`src/sv/tgadec_pkg.sv`:
```
// tgadec_pkg: shared types and codes for the TGA true-color RLE decoder.
// Beat structs, status/phase/kind codes, header byte offsets, divider interface.
// No dependencies.
package tgadec_pkg;

    // one byte of the file per input beat
    typedef struct packed {
        logic [7:0] data_byte;
        logic       final_byte;
    } t_in_beat;

    // one result per output beat
    typedef struct packed {
        logic [2:0]  status;
        logic [15:0] dest_x;
        logic [15:0] dest_y;
        logic [7:0]  run_length;
        logic [7:0]  red;
        logic [7:0]  green;
        logic [7:0]  blue;
        logic [7:0]  alpha;
        logic [15:0] image_width;
        logic [15:0] image_height;
        logic        image_done;
    } t_out_beat;

    // result status codes
    localparam logic [2:0] ST_HEADER      = 3'd0;
    localparam logic [2:0] ST_RUN         = 3'd1;
    localparam logic [2:0] ST_UNSUPPORTED = 3'd2;
    localparam logic [2:0] ST_BAD_DEPTH   = 3'd3;
    localparam logic [2:0] ST_TRUNCATED   = 3'd4;

    // parser phases
    localparam logic [2:0] PH_HEADER = 3'd0;
    localparam logic [2:0] PH_SKIP   = 3'd1;
    localparam logic [2:0] PH_PACKET = 3'd2;
    localparam logic [2:0] PH_PIXEL  = 3'd3;
    localparam logic [2:0] PH_IDLE   = 3'd4;

    // image kind
    localparam logic [3:0] KIND_NONE        = 4'd0;
    localparam logic [3:0] KIND_RAW         = 4'd2;
    localparam logic [3:0] KIND_RLE         = 4'd10;
    localparam logic [3:0] KIND_BAD_DEPTH   = 4'd14;
    localparam logic [3:0] KIND_UNSUPPORTED = 4'd15;

    // header field values
    localparam logic [7:0] IMG_TYPE_RAW = 8'd2;
    localparam logic [7:0] IMG_TYPE_RLE = 8'd10;
    localparam logic [7:0] DEPTH_24     = 8'd24;
    localparam logic [7:0] DEPTH_32     = 8'd32;
    localparam logic [7:0] ALPHA_OPAQUE = 8'd255;
    localparam int         DESC_TOP_DOWN_BIT = 5;
    localparam int         PKT_REPEAT_BIT    = 7;

    // header byte offsets
    localparam logic [4:0] HDR_ID_LEN    = 5'd0;
    localparam logic [4:0] HDR_CMAP_TYPE = 5'd1;
    localparam logic [4:0] HDR_IMG_TYPE  = 5'd2;
    localparam logic [4:0] HDR_WIDTH_LO  = 5'd12;
    localparam logic [4:0] HDR_WIDTH_HI  = 5'd13;
    localparam logic [4:0] HDR_HEIGHT_LO = 5'd14;
    localparam logic [4:0] HDR_HEIGHT_HI = 5'd15;
    localparam logic [4:0] HDR_DEPTH     = 5'd16;
    localparam logic [4:0] HDR_DESC      = 5'd17;

    // row/column divider: quotient never exceeds 128 (run <= 128, column < width)
    localparam int DIV_QUOT_W = 8;
    localparam int DIV_STEP_W = 3;
    localparam int DIV_REM_W  = 17;

    typedef struct packed {
        logic                 start;
        logic [DIV_REM_W-1:0] dividend;
        logic [15:0]          divisor;
    } t_div_req;

    typedef struct packed {
        logic                  busy;
        logic                  done;
        logic [DIV_QUOT_W-1:0] quot;
        logic [15:0]           rem;
    } t_div_rsp;

endpackage

```
`src/sv/tga_truecolor_rle_decoder.sv`:
```
// tga_truecolor_rle_decoder: top level of the TGA 24/32 bpp decoder.
// Holds the result register and beat flow control around tgadec_core/tgadec_div.
// Depends on tgadec_pkg, tgadec_div, tgadec_core.
//
//  channel | direction | handshake                 | beat
//  --------+-----------+---------------------------+--------------------------------
//  in      | sink      | i_in_valid / o_in_stall   | t_in_beat: one file byte + last
//  out     | source    | o_out_valid / i_out_stall | t_out_beat: header, run or error
//
// One byte per cycle while the input is not stalled. Each byte is decoded in the cycle
// it is taken and its result, if any, sits in the result register on the next cycle.
// A repeat run that lands two or more rows past its start column (col + length
// >= 2 * width) holds the input while the restoring divider splits it into row
// advance and column; the byte after such a run is a packet header.
// Reset is synchronous and active low; no clearing pass.
// The result register is one deep: while it is full and the output is stalled the
// input is stalled too.
module tga_truecolor_rle_decoder
    import tgadec_pkg::*;
(
    input  logic      i_clk,
    input  logic      i_rst_n,
    input  logic      i_in_valid,
    output logic      o_in_stall,
    input  t_in_beat  i_in_data,
    output logic      o_out_valid,
    input  logic      i_out_stall,
    output t_out_beat o_out_data
);

    logic      r_out_valid;
    t_out_beat r_out_data;

    logic      accept;
    logic      out_free;
    logic      res_valid;
    t_out_beat res;
    t_div_req  div_req;
    t_div_rsp  div_rsp;

    // result register can take a new beat when empty or being drained
    assign out_free   = !r_out_valid || !i_out_stall;
    assign o_in_stall = div_rsp.busy || !out_free;
    assign accept     = i_in_valid && !o_in_stall;

    tgadec_core u_core (
        .i_clk       (i_clk),
        .i_rst_n     (i_rst_n),
        .i_accept    (accept),
        .i_beat      (i_in_data),
        .i_div_rsp   (div_rsp),
        .o_div_req   (div_req),
        .o_res_valid (res_valid),
        .o_res       (res)
    );

    tgadec_div u_div (
        .i_clk   (i_clk),
        .i_rst_n (i_rst_n),
        .i_req   (div_req),
        .o_rsp   (div_rsp)
    );

    always_ff @(posedge i_clk) begin
        if (!i_rst_n) begin
            r_out_valid <= 1'b0;
        end else if (out_free) begin
            r_out_valid <= res_valid;
        end
    end

    // payload only moves when a new result is loaded
    always_ff @(posedge i_clk) begin
        if (out_free && res_valid) begin
            r_out_data <= res;
        end
    end

    assign o_out_valid = r_out_valid;
    assign o_out_data  = r_out_data;

endmodule

```
`src/sv/tgadec_div.sv`:
```
// tgadec_div: restoring divider, one quotient bit per cycle.
// Splits column + run length into row advance and new column.
// Depends on tgadec_pkg.
module tgadec_div
    import tgadec_pkg::*;
(
    input  logic     i_clk,
    input  logic     i_rst_n,
    input  t_div_req i_req,
    output t_div_rsp o_rsp
);

    logic                  r_busy;
    logic                  r_done;
    logic [DIV_STEP_W-1:0] r_step;
    logic [DIV_REM_W-1:0]  r_rem;
    logic [DIV_QUOT_W-1:0] r_quot;
    logic [15:0]           r_divisor;

    logic [23:0] trial_div;
    logic [23:0] rem_ext;
    logic        take;

    always_comb begin
        trial_div = {8'd0, r_divisor} << r_step;
        rem_ext   = {7'd0, r_rem};
        take      = rem_ext >= trial_div;
    end

    always_ff @(posedge i_clk) begin
        if (!i_rst_n) begin
            r_busy <= 1'b0;
            r_done <= 1'b0;
            r_step <= '0;
        end else begin
            r_done <= 1'b0;
            if (i_req.start) begin
                r_busy <= 1'b1;
                r_step <= DIV_STEP_W'(DIV_QUOT_W - 1);
            end else if (r_busy) begin
                r_step <= r_step - DIV_STEP_W'(1);
                if (r_step == '0) begin
                    r_busy <= 1'b0;
                    r_done <= 1'b1;
                end
            end
        end
    end

    always_ff @(posedge i_clk) begin
        if (i_req.start) begin
            r_rem     <= i_req.dividend;
            r_quot    <= '0;
            r_divisor <= i_req.divisor;
        end else if (r_busy && take) begin
            r_rem          <= DIV_REM_W'(rem_ext - trial_div);
            r_quot[r_step] <= 1'b1;
        end
    end

    assign o_rsp.busy = r_busy;
    assign o_rsp.done = r_done;
    assign o_rsp.quot = r_quot;
    assign o_rsp.rem  = r_rem[15:0];

`ifndef ASSERT_OFF
    a_start_idle: assert property (@(posedge i_clk) disable iff (!i_rst_n)
        i_req.start |-> !r_busy)
        else $error("divider started while busy");
    a_last_step: assert property (@(posedge i_clk) disable iff (!i_rst_n)
        (r_busy && r_step == '0 && !i_req.start) |=> (!r_busy && r_done))
        else $error("divider did not finish after last step");
    a_rem_range: assert property (@(posedge i_clk) disable iff (!i_rst_n)
        r_done |-> (r_rem < {1'b0, r_divisor}))
        else $error("divider remainder out of range");
`endif

endmodule

```
`src/sv/tgadec_core.sv`:
```
// tgadec_core: byte parser. Header fields, ID skip, packet headers, pixel assembly.
// One accepted byte updates state and forms at most one result in the same cycle.
// Depends on tgadec_pkg; row/column wrap of long runs is handed to tgadec_div.
module tgadec_core
    import tgadec_pkg::*;
(
    input  logic      i_clk,
    input  logic      i_rst_n,
    input  logic      i_accept,
    input  t_in_beat  i_beat,
    input  t_div_rsp  i_div_rsp,
    output t_div_req  o_div_req,
    output logic      o_res_valid,
    output t_out_beat o_res
);

    logic [4:0]  r_hdr_idx,  n_hdr_idx;
    logic [7:0]  r_id_skip,  n_id_skip;
    logic [3:0]  r_kind,     n_kind;
    logic [15:0] r_width,    n_width;
    logic [15:0] r_height,   n_height;
    logic        r_four,     n_four;
    logic        r_top_down, n_top_down;
    logic [15:0] r_col,      n_col;
    logic [15:0] r_row,      n_row;
    logic [7:0]  r_pkt_left, n_pkt_left;
    logic        r_repeat,   n_repeat;
    logic [1:0]  r_bip,      n_bip;
    logic [31:0] r_colour,   n_colour;
    logic [2:0]  r_phase,    n_phase;
    logic [31:0] r_left,     n_left;   // pixels still owed to the image

    logic [7:0]  b;
    logic [31:0] byte_shifted;
    logic        pix_done;
    logic [7:0]  want;
    logic [7:0]  len;
    logic [16:0] pos;
    logic [16:0] pos_m_w;
    logic [2:0]  data_phase;
    logic        hdr_valid;
    logic [2:0]  hdr_status;
    logic        run_valid;
    t_out_beat   res;
    t_div_req    div_req;

    always_comb begin
        b = i_beat.data_byte;

        n_hdr_idx  = r_hdr_idx;
        n_id_skip  = r_id_skip;
        n_kind     = r_kind;
        n_width    = r_width;
        n_height   = r_height;
        n_four     = r_four;
        n_top_down = r_top_down;
        n_col      = r_col;
        n_row      = r_row;
        n_pkt_left = r_pkt_left;
        n_repeat   = r_repeat;
        n_bip      = r_bip;
        n_colour   = r_colour;
        n_phase    = r_phase;
        n_left     = r_left;

        hdr_valid  = 1'b0;
        hdr_status = ST_HEADER;
        run_valid  = 1'b0;
        res        = '0;

        div_req          = '0;
        pos              = {1'b0, r_col};
        pos_m_w          = '0;
        byte_shifted     = {24'd0, b} << {r_bip, 3'b000};
        pix_done         = 1'b0;
        want             = 8'd1;
        len              = 8'd1;

        // where data starts once header and ID are done
        if (r_width == 16'd0 || r_height == 16'd0) begin
            data_phase = PH_IDLE;
        end else if (r_kind == KIND_RLE) begin
            data_phase = PH_PACKET;
        end else begin
            data_phase = PH_PIXEL;
        end

        // row/column split of a long run lands here
        if (i_div_rsp.done) begin
            n_row = r_row + {8'd0, i_div_rsp.quot};
            n_col = i_div_rsp.rem;
        end

        if (i_accept) begin
            unique case (r_phase)
                PH_HEADER: begin
                    unique case (r_hdr_idx)
                        HDR_ID_LEN:    n_id_skip = b;
                        HDR_CMAP_TYPE: n_kind = (b != 8'd0) ? KIND_UNSUPPORTED : KIND_NONE;
                        HDR_IMG_TYPE: begin
                            if (r_kind == KIND_NONE) begin
                                if (b == IMG_TYPE_RAW) begin
                                    n_kind = KIND_RAW;
                                end else if (b == IMG_TYPE_RLE) begin
                                    n_kind = KIND_RLE;
                                end else begin
                                    n_kind = KIND_UNSUPPORTED;
                                end
                            end
                        end
                        HDR_WIDTH_LO:  n_width[7:0]   = b;
                        HDR_WIDTH_HI:  n_width[15:8]  = b;
                        HDR_HEIGHT_LO: n_height[7:0]  = b;
                        HDR_HEIGHT_HI: n_height[15:8] = b;
                        HDR_DEPTH: begin
                            n_four = (b == DEPTH_32);
                            if (b != DEPTH_24 && b != DEPTH_32 &&
                                r_kind != KIND_UNSUPPORTED) begin
                                n_kind = KIND_BAD_DEPTH;
                            end
                        end
                        default: ;
                    endcase
                    if (r_hdr_idx >= HDR_DESC) begin
                        n_top_down = b[DESC_TOP_DOWN_BIT];
                        n_left     = {16'd0, r_width} * {16'd0, r_height};
                        hdr_valid  = 1'b1;
                        if (r_kind == KIND_UNSUPPORTED) begin
                            hdr_status = ST_UNSUPPORTED;
                            n_phase    = PH_IDLE;
                        end else if (r_kind == KIND_BAD_DEPTH) begin
                            hdr_status = ST_BAD_DEPTH;
                            n_phase    = PH_IDLE;
                        end else if (r_id_skip != 8'd0) begin
                            n_phase = PH_SKIP;
                        end else begin
                            n_bip   = 2'd0;
                            n_phase = data_phase;
                        end
                    end else begin
                        n_hdr_idx = r_hdr_idx + 5'd1;
                    end
                end
                PH_SKIP: begin
                    n_id_skip = r_id_skip - 8'd1;
                    if (n_id_skip == 8'd0) begin
                        n_bip   = 2'd0;
                        n_phase = data_phase;
                    end
                end
                PH_PACKET: begin
                    n_repeat   = b[PKT_REPEAT_BIT];
                    n_pkt_left = {1'b0, b[6:0]} + 8'd1;
                    n_bip      = 2'd0;
                    n_phase    = PH_PIXEL;
                end
                PH_PIXEL: begin
                    n_colour = ((r_bip == 2'd0) ? 32'd0 : r_colour) | byte_shifted;
                    n_bip    = r_bip + 2'd1;
                    pix_done = (n_bip == 2'd0) || (!r_four && n_bip == 2'd3);
                    if (pix_done) begin
                        n_bip = 2'd0;
                        want  = (r_kind == KIND_RLE && r_repeat) ? r_pkt_left : 8'd1;
                        len   = (r_left < {24'd0, want}) ? r_left[7:0] : want;
                        if (len == 8'd0) begin
                            len = 8'd1;
                        end
                        run_valid      = 1'b1;
                        res.status     = ST_RUN;
                        res.dest_x     = r_col;
                        res.dest_y     = r_top_down ? r_row : (r_height - 16'd1 - r_row);
                        res.run_length = len;
                        res.red        = n_colour[23:16];
                        res.green      = n_colour[15:8];
                        res.blue       = n_colour[7:0];
                        res.alpha      = r_four ? n_colour[31:24] : ALPHA_OPAQUE;
                        res.image_done = (r_left == {24'd0, len});
                        n_left         = r_left - {24'd0, len};

                        // advance position: in row, one row, or many rows
                        pos     = {1'b0, r_col} + {9'd0, len};
                        pos_m_w = pos - {1'b0, r_width};
                        if (pos < {1'b0, r_width}) begin
                            n_col = pos[15:0];
                        end else if (pos_m_w < {1'b0, r_width}) begin
                            n_col = pos_m_w[15:0];
                            n_row = r_row + 16'd1;
                        end else if (!res.image_done && !i_beat.final_byte) begin
                            div_req.start    = 1'b1;
                            div_req.dividend = pos;
                            div_req.divisor  = r_width;
                        end

                        if (r_kind == KIND_RLE) begin
                            if (r_repeat || r_pkt_left <= 8'd1) begin
                                n_pkt_left = 8'd0;
                            end else begin
                                n_pkt_left = r_pkt_left - 8'd1;
                            end
                            if (n_pkt_left == 8'd0) begin
                                n_phase = PH_PACKET;
                            end
                        end
                        if (res.image_done) begin
                            n_phase = PH_IDLE;
                        end
                    end
                end
                PH_IDLE: ;
                default: ;
            endcase

            if (hdr_valid) begin
                res.status = hdr_status;
            end
            // final byte: truncation unless a run went out or the parser is idle (image complete, empty or rejected)
            if (i_beat.final_byte && n_phase != PH_IDLE && !run_valid) begin
                res        = '0;
                res.status = ST_TRUNCATED;
                hdr_valid  = 1'b1;
            end
            res.image_width  = n_width;
            res.image_height = n_height;

            if (i_beat.final_byte) begin
                n_hdr_idx  = '0;
                n_id_skip  = '0;
                n_kind     = KIND_NONE;
                n_width    = '0;
                n_height   = '0;
                n_four     = 1'b0;
                n_top_down = 1'b0;
                n_col      = '0;
                n_row      = '0;
                n_pkt_left = '0;
                n_repeat   = 1'b0;
                n_bip      = '0;
                n_colour   = '0;
                n_phase    = PH_HEADER;
                n_left     = '0;
            end
        end
    end

    always_ff @(posedge i_clk) begin
        if (!i_rst_n) begin
            r_hdr_idx  <= '0;
            r_id_skip  <= '0;
            r_kind     <= KIND_NONE;
            r_width    <= '0;
            r_height   <= '0;
            r_four     <= 1'b0;
            r_top_down <= 1'b0;
            r_col      <= '0;
            r_row      <= '0;
            r_pkt_left <= '0;
            r_repeat   <= 1'b0;
            r_bip      <= '0;
            r_colour   <= '0;
            r_phase    <= PH_HEADER;
            r_left     <= '0;
        end else begin
            r_hdr_idx  <= n_hdr_idx;
            r_id_skip  <= n_id_skip;
            r_kind     <= n_kind;
            r_width    <= n_width;
            r_height   <= n_height;
            r_four     <= n_four;
            r_top_down <= n_top_down;
            r_col      <= n_col;
            r_row      <= n_row;
            r_pkt_left <= n_pkt_left;
            r_repeat   <= n_repeat;
            r_bip      <= n_bip;
            r_colour   <= n_colour;
            r_phase    <= n_phase;
            r_left     <= n_left;
        end
    end

    assign o_div_req   = div_req;
    assign o_res_valid = run_valid || hdr_valid;
    assign o_res       = res;

`ifndef ASSERT_OFF
    a_no_byte_while_div: assert property (@(posedge i_clk) disable iff (!i_rst_n)
        i_accept |-> !i_div_rsp.busy)
        else $error("byte taken while row/column split pending");
    a_done_stops: assert property (@(posedge i_clk) disable iff (!i_rst_n)
        (o_res_valid && o_res.image_done) |=> (r_phase == PH_IDLE || r_phase == PH_HEADER))
        else $error("image complete but parser still in data");
    a_pixels_owed: assert property (@(posedge i_clk) disable iff (!i_rst_n)
        (r_phase == PH_PIXEL) |-> (r_left != 32'd0))
        else $error("pixel phase with no pixels left");
`endif

endmodule

```
`config.mk`:
```
export PLATFORM = sky130hd
export DESIGN_NAME = tga_truecolor_rle_decoder
export DESIGN_NICKNAME = d
export VERILOG_FILES = /design/src/sv/tgadec_pkg.sv /design/src/sv/tga_truecolor_rle_decoder.sv /design/src/sv/tgadec_div.sv /design/src/sv/tgadec_core.sv
export SDC_FILE = /design/constraint.sdc
export NUM_CORES = 2
export LEC_CHECK = 0
export ABC_CLOCK_PERIOD_IN_PS = 11000
export BUFFER_PORTS_ARGS = -buffer_cell sky130_fd_sc_hd__buf_2
export CORE_MARGIN = 10
export CORE_UTILIZATION = 55
export CTS_CLUSTER_DIAMETER = 150
export DETAILED_ROUTE_END_ITERATION = 8
export PLACE_DENSITY = 0.83
export SETUP_SLACK_MARGIN = 0.3
export SYNTH_ARGS = -nofsm -noshare
export SYNTH_HDL_FRONTEND = slang
export SYNTH_SLANG_ARGS = --single-unit
```
`constraint.sdc`:
```
create_clock -name i_clk -period 11 [get_ports i_clk]
set_input_delay 0.55 -clock i_clk [delete_from_list [all_inputs] [get_ports i_clk]]
set_output_delay 0.55 -clock i_clk [all_outputs]
set_load 0.1 [all_outputs]
```
---- Yosys cells after proc, flatten, opt, wreduce, memory -nomap -nowiden ----
Cells that the tools add are included.
word-level totals
  logic and storage cells ................. 289
  RAM bits ................................ 0
  bits in latches ......................... 0
  register bits ........................... 316
  memories ................................ 0
  output and inout bits ................... 110
  input port bits ......................... 13
  ROM bits ................................ 0
cells by class
  shift operators ......................... 2
  bitwise logic cells ..................... 8
  reductions and logical operators ........ 64
  eq/ne operators ......................... 33
  $lt $le $gt $ge ......................... 8
  multiply operators ...................... 1
  mux-type cells .......................... 125
  add/subtract/negate cells ............... 14
  divide/modulo/power cells ............... 0
operators with widths
  operator                                      number
  2-to-1 mux 16 bit                             19
  2-to-1 mux 34 bit                             6
  2-to-1 mux 32 bit                             6
  2-to-1 mux 8 bit                              21
  2-to-1 mux 108 bit                            1
  2-to-1 mux 75 bit                             1
  2-to-1 mux 73 bit                             1
  one-hot mux 32 bit (2 select lines)           1
  2-to-1 mux 3 bit                              19
  < comparator 17 x 16 -> 1 bit                 2
  2-to-1 mux 17 bit                             2
  equality test 32 x 8 -> 1 bit                 1
  zero test 16 bit                              2
  < comparator 32 x 8 -> 1 bit                  1
  multiplier 16 x 16 -> 32 bit                  1
  bitwise OR 32 bit                             1
  one-hot mux 8 bit (2 select lines)            2
  left shift 8 x 5 -> 32 bit                    1
  subtractor 32 x 8 -> 32 bit                   1
  2-to-1 mux 1 bit                              25
  greater-or-equal comparator 17 x 24 -> 1 bit  1
  zero test 8 bit                               3
  2-to-1 mux 4 bit                              6
  left shift 16 x 3 -> 24 bit                   1
  other kinds (62)                              130

---- Depth between registers and ports, before layout ----
  depth after elaboration ................. 22
  depth in mapped cells ................... 40
  mapped depth without buffers ............ 38

---- Hierarchy ----
A second synthesis with hierarchy kept.
unflattened totals
  cells, all modules ...................... 3,343
  area, all modules ....................... 28,388.5 µm²
by module, submodules not included
  module                     area each (µm²)  cells an instance  seq. area each (µm²)  instances
  tgadec_core                21,867.2         2,896              3,223.1               1
  tga_truecolor_rle_decoder  3,299.4          115                3,263.1               1
  tgadec_div                 3,221.8          332                1,251.2               1

---- Worst setup path before layout ----
Ideal clock, no wire load.
  path type ............................... flip-flop to flip-flop
  start point ............................. register u_core.r_kind[2]
  end point ............................... register r_out_data (netlist bit o_out_data[0]) (enable)
  data arrival time ....................... 8.918 ns
  required time ........................... 10.359 ns
  buffers on the path ..................... 1
  setup slack ............................. 1.441 ns
  stages on the path, launching flop included .. 21
  period minus slack after synthesis ...... 9.559 ns
  setup time .............................. 0.641 ns
  cell sequence ........................... dfxtp_1 > and4bb_2 > and2_1 > nand2_1 > ha_1 > a21boi_0 > o21ai_0 > a211oi_1 > nor4bb_1 > buf_2 > mux2i_1 > nand2_1 > nand2_1 > ha_1 > nand4_1 > nor2_1 > nand2_1 > a21oi_1 > o31ai_1 > o31ai_1 > a31oi_1
on the way
  word-level cells in the longest chain between the ends .. 22
  elaborated cells on any way between the ends .. 32
  those cells by class .................... order compare: 1; eq/ne: 5; mux: 20; reduce/logical: 6
RTL lines
  what                                    line                                                       text
  start: declaration                      tgadec_core.sv:19                                          logic [3:0] r_kind, n_kind;
  start signal: assignment                tgadec_core.sv:265                                         r_kind <= n_kind;
  equality test 4 bit                     tgadec_core.sv:82, tgadec_core.sv:163, tgadec_core.sv:194
  logical AND 1 bit                       tgadec_core.sv:163                                         want = (r_kind == KIND_RLE && r_repeat) ? r_pkt_left : 8'd1;
  2-to-1 mux 8 bit                        tgadec_core.sv:163
  < comparator 32 x 8 -> 1 bit            tgadec_core.sv:164                                         len = (r_left < {24'd0, want}) ? r_left[7:0] : want;
  2-to-1 mux 8 bit                        tgadec_core.sv:164
  zero test 8 bit                         tgadec_core.sv:165                                         if (len == 8'd0) begin
  2-to-1 mux 8 bit                        tgadec_core.sv:165
  2-to-1 mux 8 bit                        tgadec_core.sv:161                                         if (pix_done) begin
  [5 not listed]                          n/a
  one-hot mux 3 bit (4 select lines) (*)  tgadec_core.sv:95                                          unique case (r_phase)
  2-to-1 mux 3 bit (*)                    tgadec_core.sv:94                                          if (i_accept) begin
  inequality test 3 bit (*)               tgadec_core.sv:217                                         if (i_beat.final_byte && n_phase != PH_IDLE && !run_valid) begin
  logical AND 1 bit (*) (2 in a row)      tgadec_core.sv:217
  2-to-1 mux 1 bit (*)                    tgadec_core.sv:217
  2-to-1 mux 1 bit (*)                    tgadec_core.sv:94
  logical OR 1 bit (*)                    tgadec_core.sv:282                                         assign o_res_valid = run_valid || hdr_valid;
  logical AND 1 bit (*)                   tga_truecolor_rle_decoder.sv:74                            if (out_free && res_valid) begin
  end signal: assignment                  tga_truecolor_rle_decoder.sv:75                            r_out_data <= res;
  end: declaration                        tga_truecolor_rle_decoder.sv:32                            t_out_beat r_out_data;
Every way passes the cells marked *; elsewhere a longest branch is shown, timed or not. The select of a mux whose other input is x is not followed.
A chain may end at the register's enable or synchronous reset.

---- Worst setup path in the final report ----
  start point ............................. register u_core.r_left[11]
  end point ............................... register u_div.r_rem[8] (enable)
on the way
  word-level cells in the longest chain between the ends .. 17
  elaborated cells on any way between the ends .. 21
  those cells by class .................... add/sub: 2; order compare: 3; eq/ne: 1; mux: 11; reduce/logical: 4
RTL lines
  what                                                                   line                text
  start: declaration                                                     tgadec_core.sv:31   logic [31:0] r_left, n_left;
  start signal: assignment                                               tgadec_core.sv:277  r_left <= n_left;
  branches (longest 12 deep; another with < comparator 32 x 8 -> 1 bit)  n/a
  2-to-1 mux 34 bit (*)                                                  tgadec_core.sv:183  if (pos < {1'b0, r_width}) begin
  2-to-1 mux 34 bit (*)                                                  tgadec_core.sv:161
  2-to-1 mux 34 bit (*)                                                  tgadec_core.sv:95
  2-to-1 mux 34 bit (*)                                                  tgadec_core.sv:94
  nonzero test 2 bit (no line) (*)                                       n/a
  end signal: assignment                                                 tgadec_div.sv:52    r_rem <= i_req.dividend;
  end signal: assignment                                                 tgadec_div.sv:56    r_rem <= DIV_REM_W'(rem_ext - trial_div);
  end: declaration                                                       tgadec_div.sv:16    logic [DIV_REM_W-1:0] r_rem;
Every way passes the cells marked *. The select of a mux whose other input is x is not followed.

==> metrics.txt <==
multiplexer area fraction after synthesis=~3.0%; Synth Area in Adders=24.2%; DRT Wirelength=between 70,000 and 80,000 microns; Root Buffer=clkbuf_16; worst min-delay path category=primary input to register; die height=~240 microns; largest family of logic cells by synthesized area=adder cells; DIE AREA=between 60,000 and 70,000 sq um; unrepaired setup endpoints after global routing=no; first-pass GRT wire length=123,000 microns; Final Cycle Share=88.6%; synth warn=0; clk slew on worst S/H paths=around 0.070 ns; final hold violation count=0; final setup TNS=0 ns; Clock Latency Late Sink=0.61 ns; RePlAce Congestion=0.953; IO Port Bufs=122; crit path from=u_core.r_left[11]; Detailed Place HPWL=56,200 microns; Post-synth EDFFs=141; top_reg_cell synth=dfxtp_1; Pleak=13.1 nW; commonest non-fill, non-tap cell in the layout=nor2_1; Layout area overhead=7.78%; final cell utilization of the core=59.9%; CP max FO=75; routed vias=23,900; XOR/XNOR Fraction of Synth Area=3.74%; worst clock skew=0.0238 ns; Max Buffers Root-to-Sink=3; Iter 0 DRT Violations=between 2,000 and 2,500; Critical Path Start Type=register; async set-or-reset flop fraction in the synthesized netlist=0%; sequential-to-total area share from yosys stat=27.8%; Synth Instances=3,233; share of cells above drive strength 1=around 8.4%; clock sink total=~320; Crit path required time=11.23 ns; Max stage delay on crit path=0.66 ns; VDD IR max=113 uV; PostCTS Resize Cnt=0; most frequent cells in the layout=370 x nor2_1, 346 x nand2_1, 311 x inv_1, 218 x ha_1, 212 x a21oi_1; Worst Setup End Kind=register; Post-Syn Area per Cell=8.61 sq um; Mapped Nets=3,664; Worst-Margin Slew=approximately 1.2 ns; Die Wd=about 240 microns; r2r setup slk=~1.3 ns; Mapped Area=27,800 sq um; count of cell types in the netlist=91; DR DRC count=0; min Tclk post-route=a little under 10 ns; post-synthesis register bit count=316; Initial Util=55.6%; count of pins over their slew limit=0; core area=50,100 sq um; GRT overflow=0; Final #Nets=~3,700; Critical Path Sink=u_div.r_rem[8]; H-tree Lvls=1; ant diodes=0; FF-to-FF path depth=31; fmax=~100 MHz; worst path arrival time=9.98 ns; slowest stage cell, crit path=o31ai_2; number of routed nets with antenna violations=0; TritonCTS Buffers=31; Setup Fix Bufs, Post-CTS=0; drt pass-1 iters=6; antenna violations before repair=1; Synth Area in Simple Gates=19.2%; vias in the first global route=22,900; Worst R2R End=u_div.r_rem[8]; All-Layer GR Usage=25.1%; I/O pin count=123; drt via density=6.06; CTS Hold Bufs=0; slew margin rel.=between 20 and 25%; largest net degree at the start of global routing=90; TritonCTS clock tree=done; WS Path Type=register to register; max-cap check violation count=0; WL/cell=19.6 microns; Synth Area in Compound Gates=approximately 15%; Pwr Density=85.1 nW/um^2; Final setup viols=0; row count=82; status=finished, final reports clean; Worst R2R Start=u_core.r_left[11]
-- logic make-up (layout without fill, tap and decap cells) --
logic type / count (synthesis) / count (layout)
XOR/XNOR: 119 / 119
flip-flops: 316 / 316
buffers and inverters: 500 / 546
multiplexers: 75 / 75
AO/OA/AOI/OAI: 653 / 653
AND/OR/NAND/NOR: 1152 / 1152
adder cells (fa/ha/maj): 418 / 418
-- through the flow --
stage	cells	total power, mW	cell area, sq um	hold WS [ns]	worst slack [ns]
2_1_floorplan	3233	1.47	27800	0.432	1.44
3_3_place_gp	3893	1.51	29000	0.452	1.77
3_5_place_dp	3893	1.51	29000	0.473	1.44
4_1_cts	3951	2.55	30000	0.340	1.41
5_1_grt	3951	2.62	30000	0.379	0.573
6_report	3951	2.55	30000	0.341	1.26
-- worst max-delay path: cells and delay by family, from the launching register on --
| family | cells | cell delay [ns] |
|---|---|---|
| AO/OA/AOI/OAI | 11 | 3.65 |
| XOR/XNOR | 2 | 0.49 |
| adder cells (fa/ha/maj) | 3 | 0.97 |
| buffers and inverters | 4 | 0.97 |
| flip-flops | 1 | 0.37 |
| multiplexers | 1 | 0.50 |
| AND/OR/NAND/NOR | 10 | 2.41 |
-- power by group --
group          total, mW  switching (mW)  internal, mW
Sequential          1.25          0.0113          1.24
Clock               1.06           0.500         0.565
Combinational      0.238           0.197        0.0410
Total               2.55           0.709          1.85
-- sequential cells by signal (all words and copies together), names as in the netlist --
name,count
u_core.r_col,16
u_core.r_bip,2
u_core.r_width,16
u_div.r_quot,8
u_core.r_pkt_left,8
u_core.r_id_skip,8
u_div.r_step,3
u_core.r_colour,32
o_out_valid,1
u_div.r_busy,1
u_core.r_kind,4
u_core.r_left,32
u_core.r_four,1
u_core.r_repeat,1
u_div.r_done,1
u_core.r_top_down,1
u_core.r_row,16
u_core.r_hdr_idx,5
u_core.r_phase,3
o_out_data,108
u_div.r_divisor,16
u_core.r_height,16
u_div.r_rem,17
-- how the worst min path moves through the flow --
stage / start / endpoint / slack, ns / cells after the start
2_1_floorplan: u_core.r_left[22] / u_core.r_left[22] / 0.43 / 2
3_3_place_gp: u_core.r_left[22] / u_core.r_left[22] / 0.45 / 2
3_5_place_dp: u_core.r_left[21] / u_core.r_left[21] / 0.47 / 2
4_1_cts: i_out_stall / o_out_valid / 0.34 / 3
5_1_grt: i_out_stall / o_out_valid / 0.38 / 3
6_report: i_out_stall / o_out_valid / 0.34 / 3
-- cells in the mapped netlist (7+ instances only) --
master       n  area [sq um]
nor2_1     370          1390
nand2_1    348          1310
inv_1      311          1170
ha_1       218          2730
a21oi_1    212          1060
fa_1       200          4000
dfxtp_1    175          3500
clkbuf_1   162           608
edfxtp_1   141          4230
o21ai_0    115           576
and2_1     111           694
a22oi_1     80           601
xnor2_1     72           631
nor3_1      66           330
mux2i_1     59           591
nand3_1     52           260
xor2_1      47           412
a21o_1      38           285
nor2b_1     38           238
and3_1      31           194
nand2b_1    30           188
a31oi_1     27           169
nor4_1      25           156
nand4_1     23           144
o21a_1      18           135
o31ai_1     17           128
o211ai_1    16           120
o221ai_1    16           140
or3_1       16           100
buf_1       15          56.3
a211oi_1    14           105
o21bai_1    12          90.1
mux2_2      11           124
a2bb2oi_1    8          70.1
o22ai_1      8          50.1
a2111oi_0    7          61.3
buf_2        7          35.0
or2_2        7          43.8
or4_1        7          52.6
-- area by class of cell --
type | count | area [sq um]
fillers | 4303 | 20100
multi-input cells | 2417 | 18200
flip-flops and latches | 316 | 7740
inverters | 315 | 1180
repair buffers | 173 | 993
well taps | 672 | 841
clock buffers | 37 | 818
clock inverters | 21 | 180
-- layer usage --
layer | vias up | share of wire [%] | GRT usage [%]
met5 | - | 0 | 0
met4 | 0 | 4.0 | 9.97
met3 | 212 | 9.8 | 4.25
met2 | 1208 | 47 | 41.5
met1 | 11400 | 39 | 32.3
li1 | 11100 | - | -
Note: power is estimated with default switching activity, not from simulation.
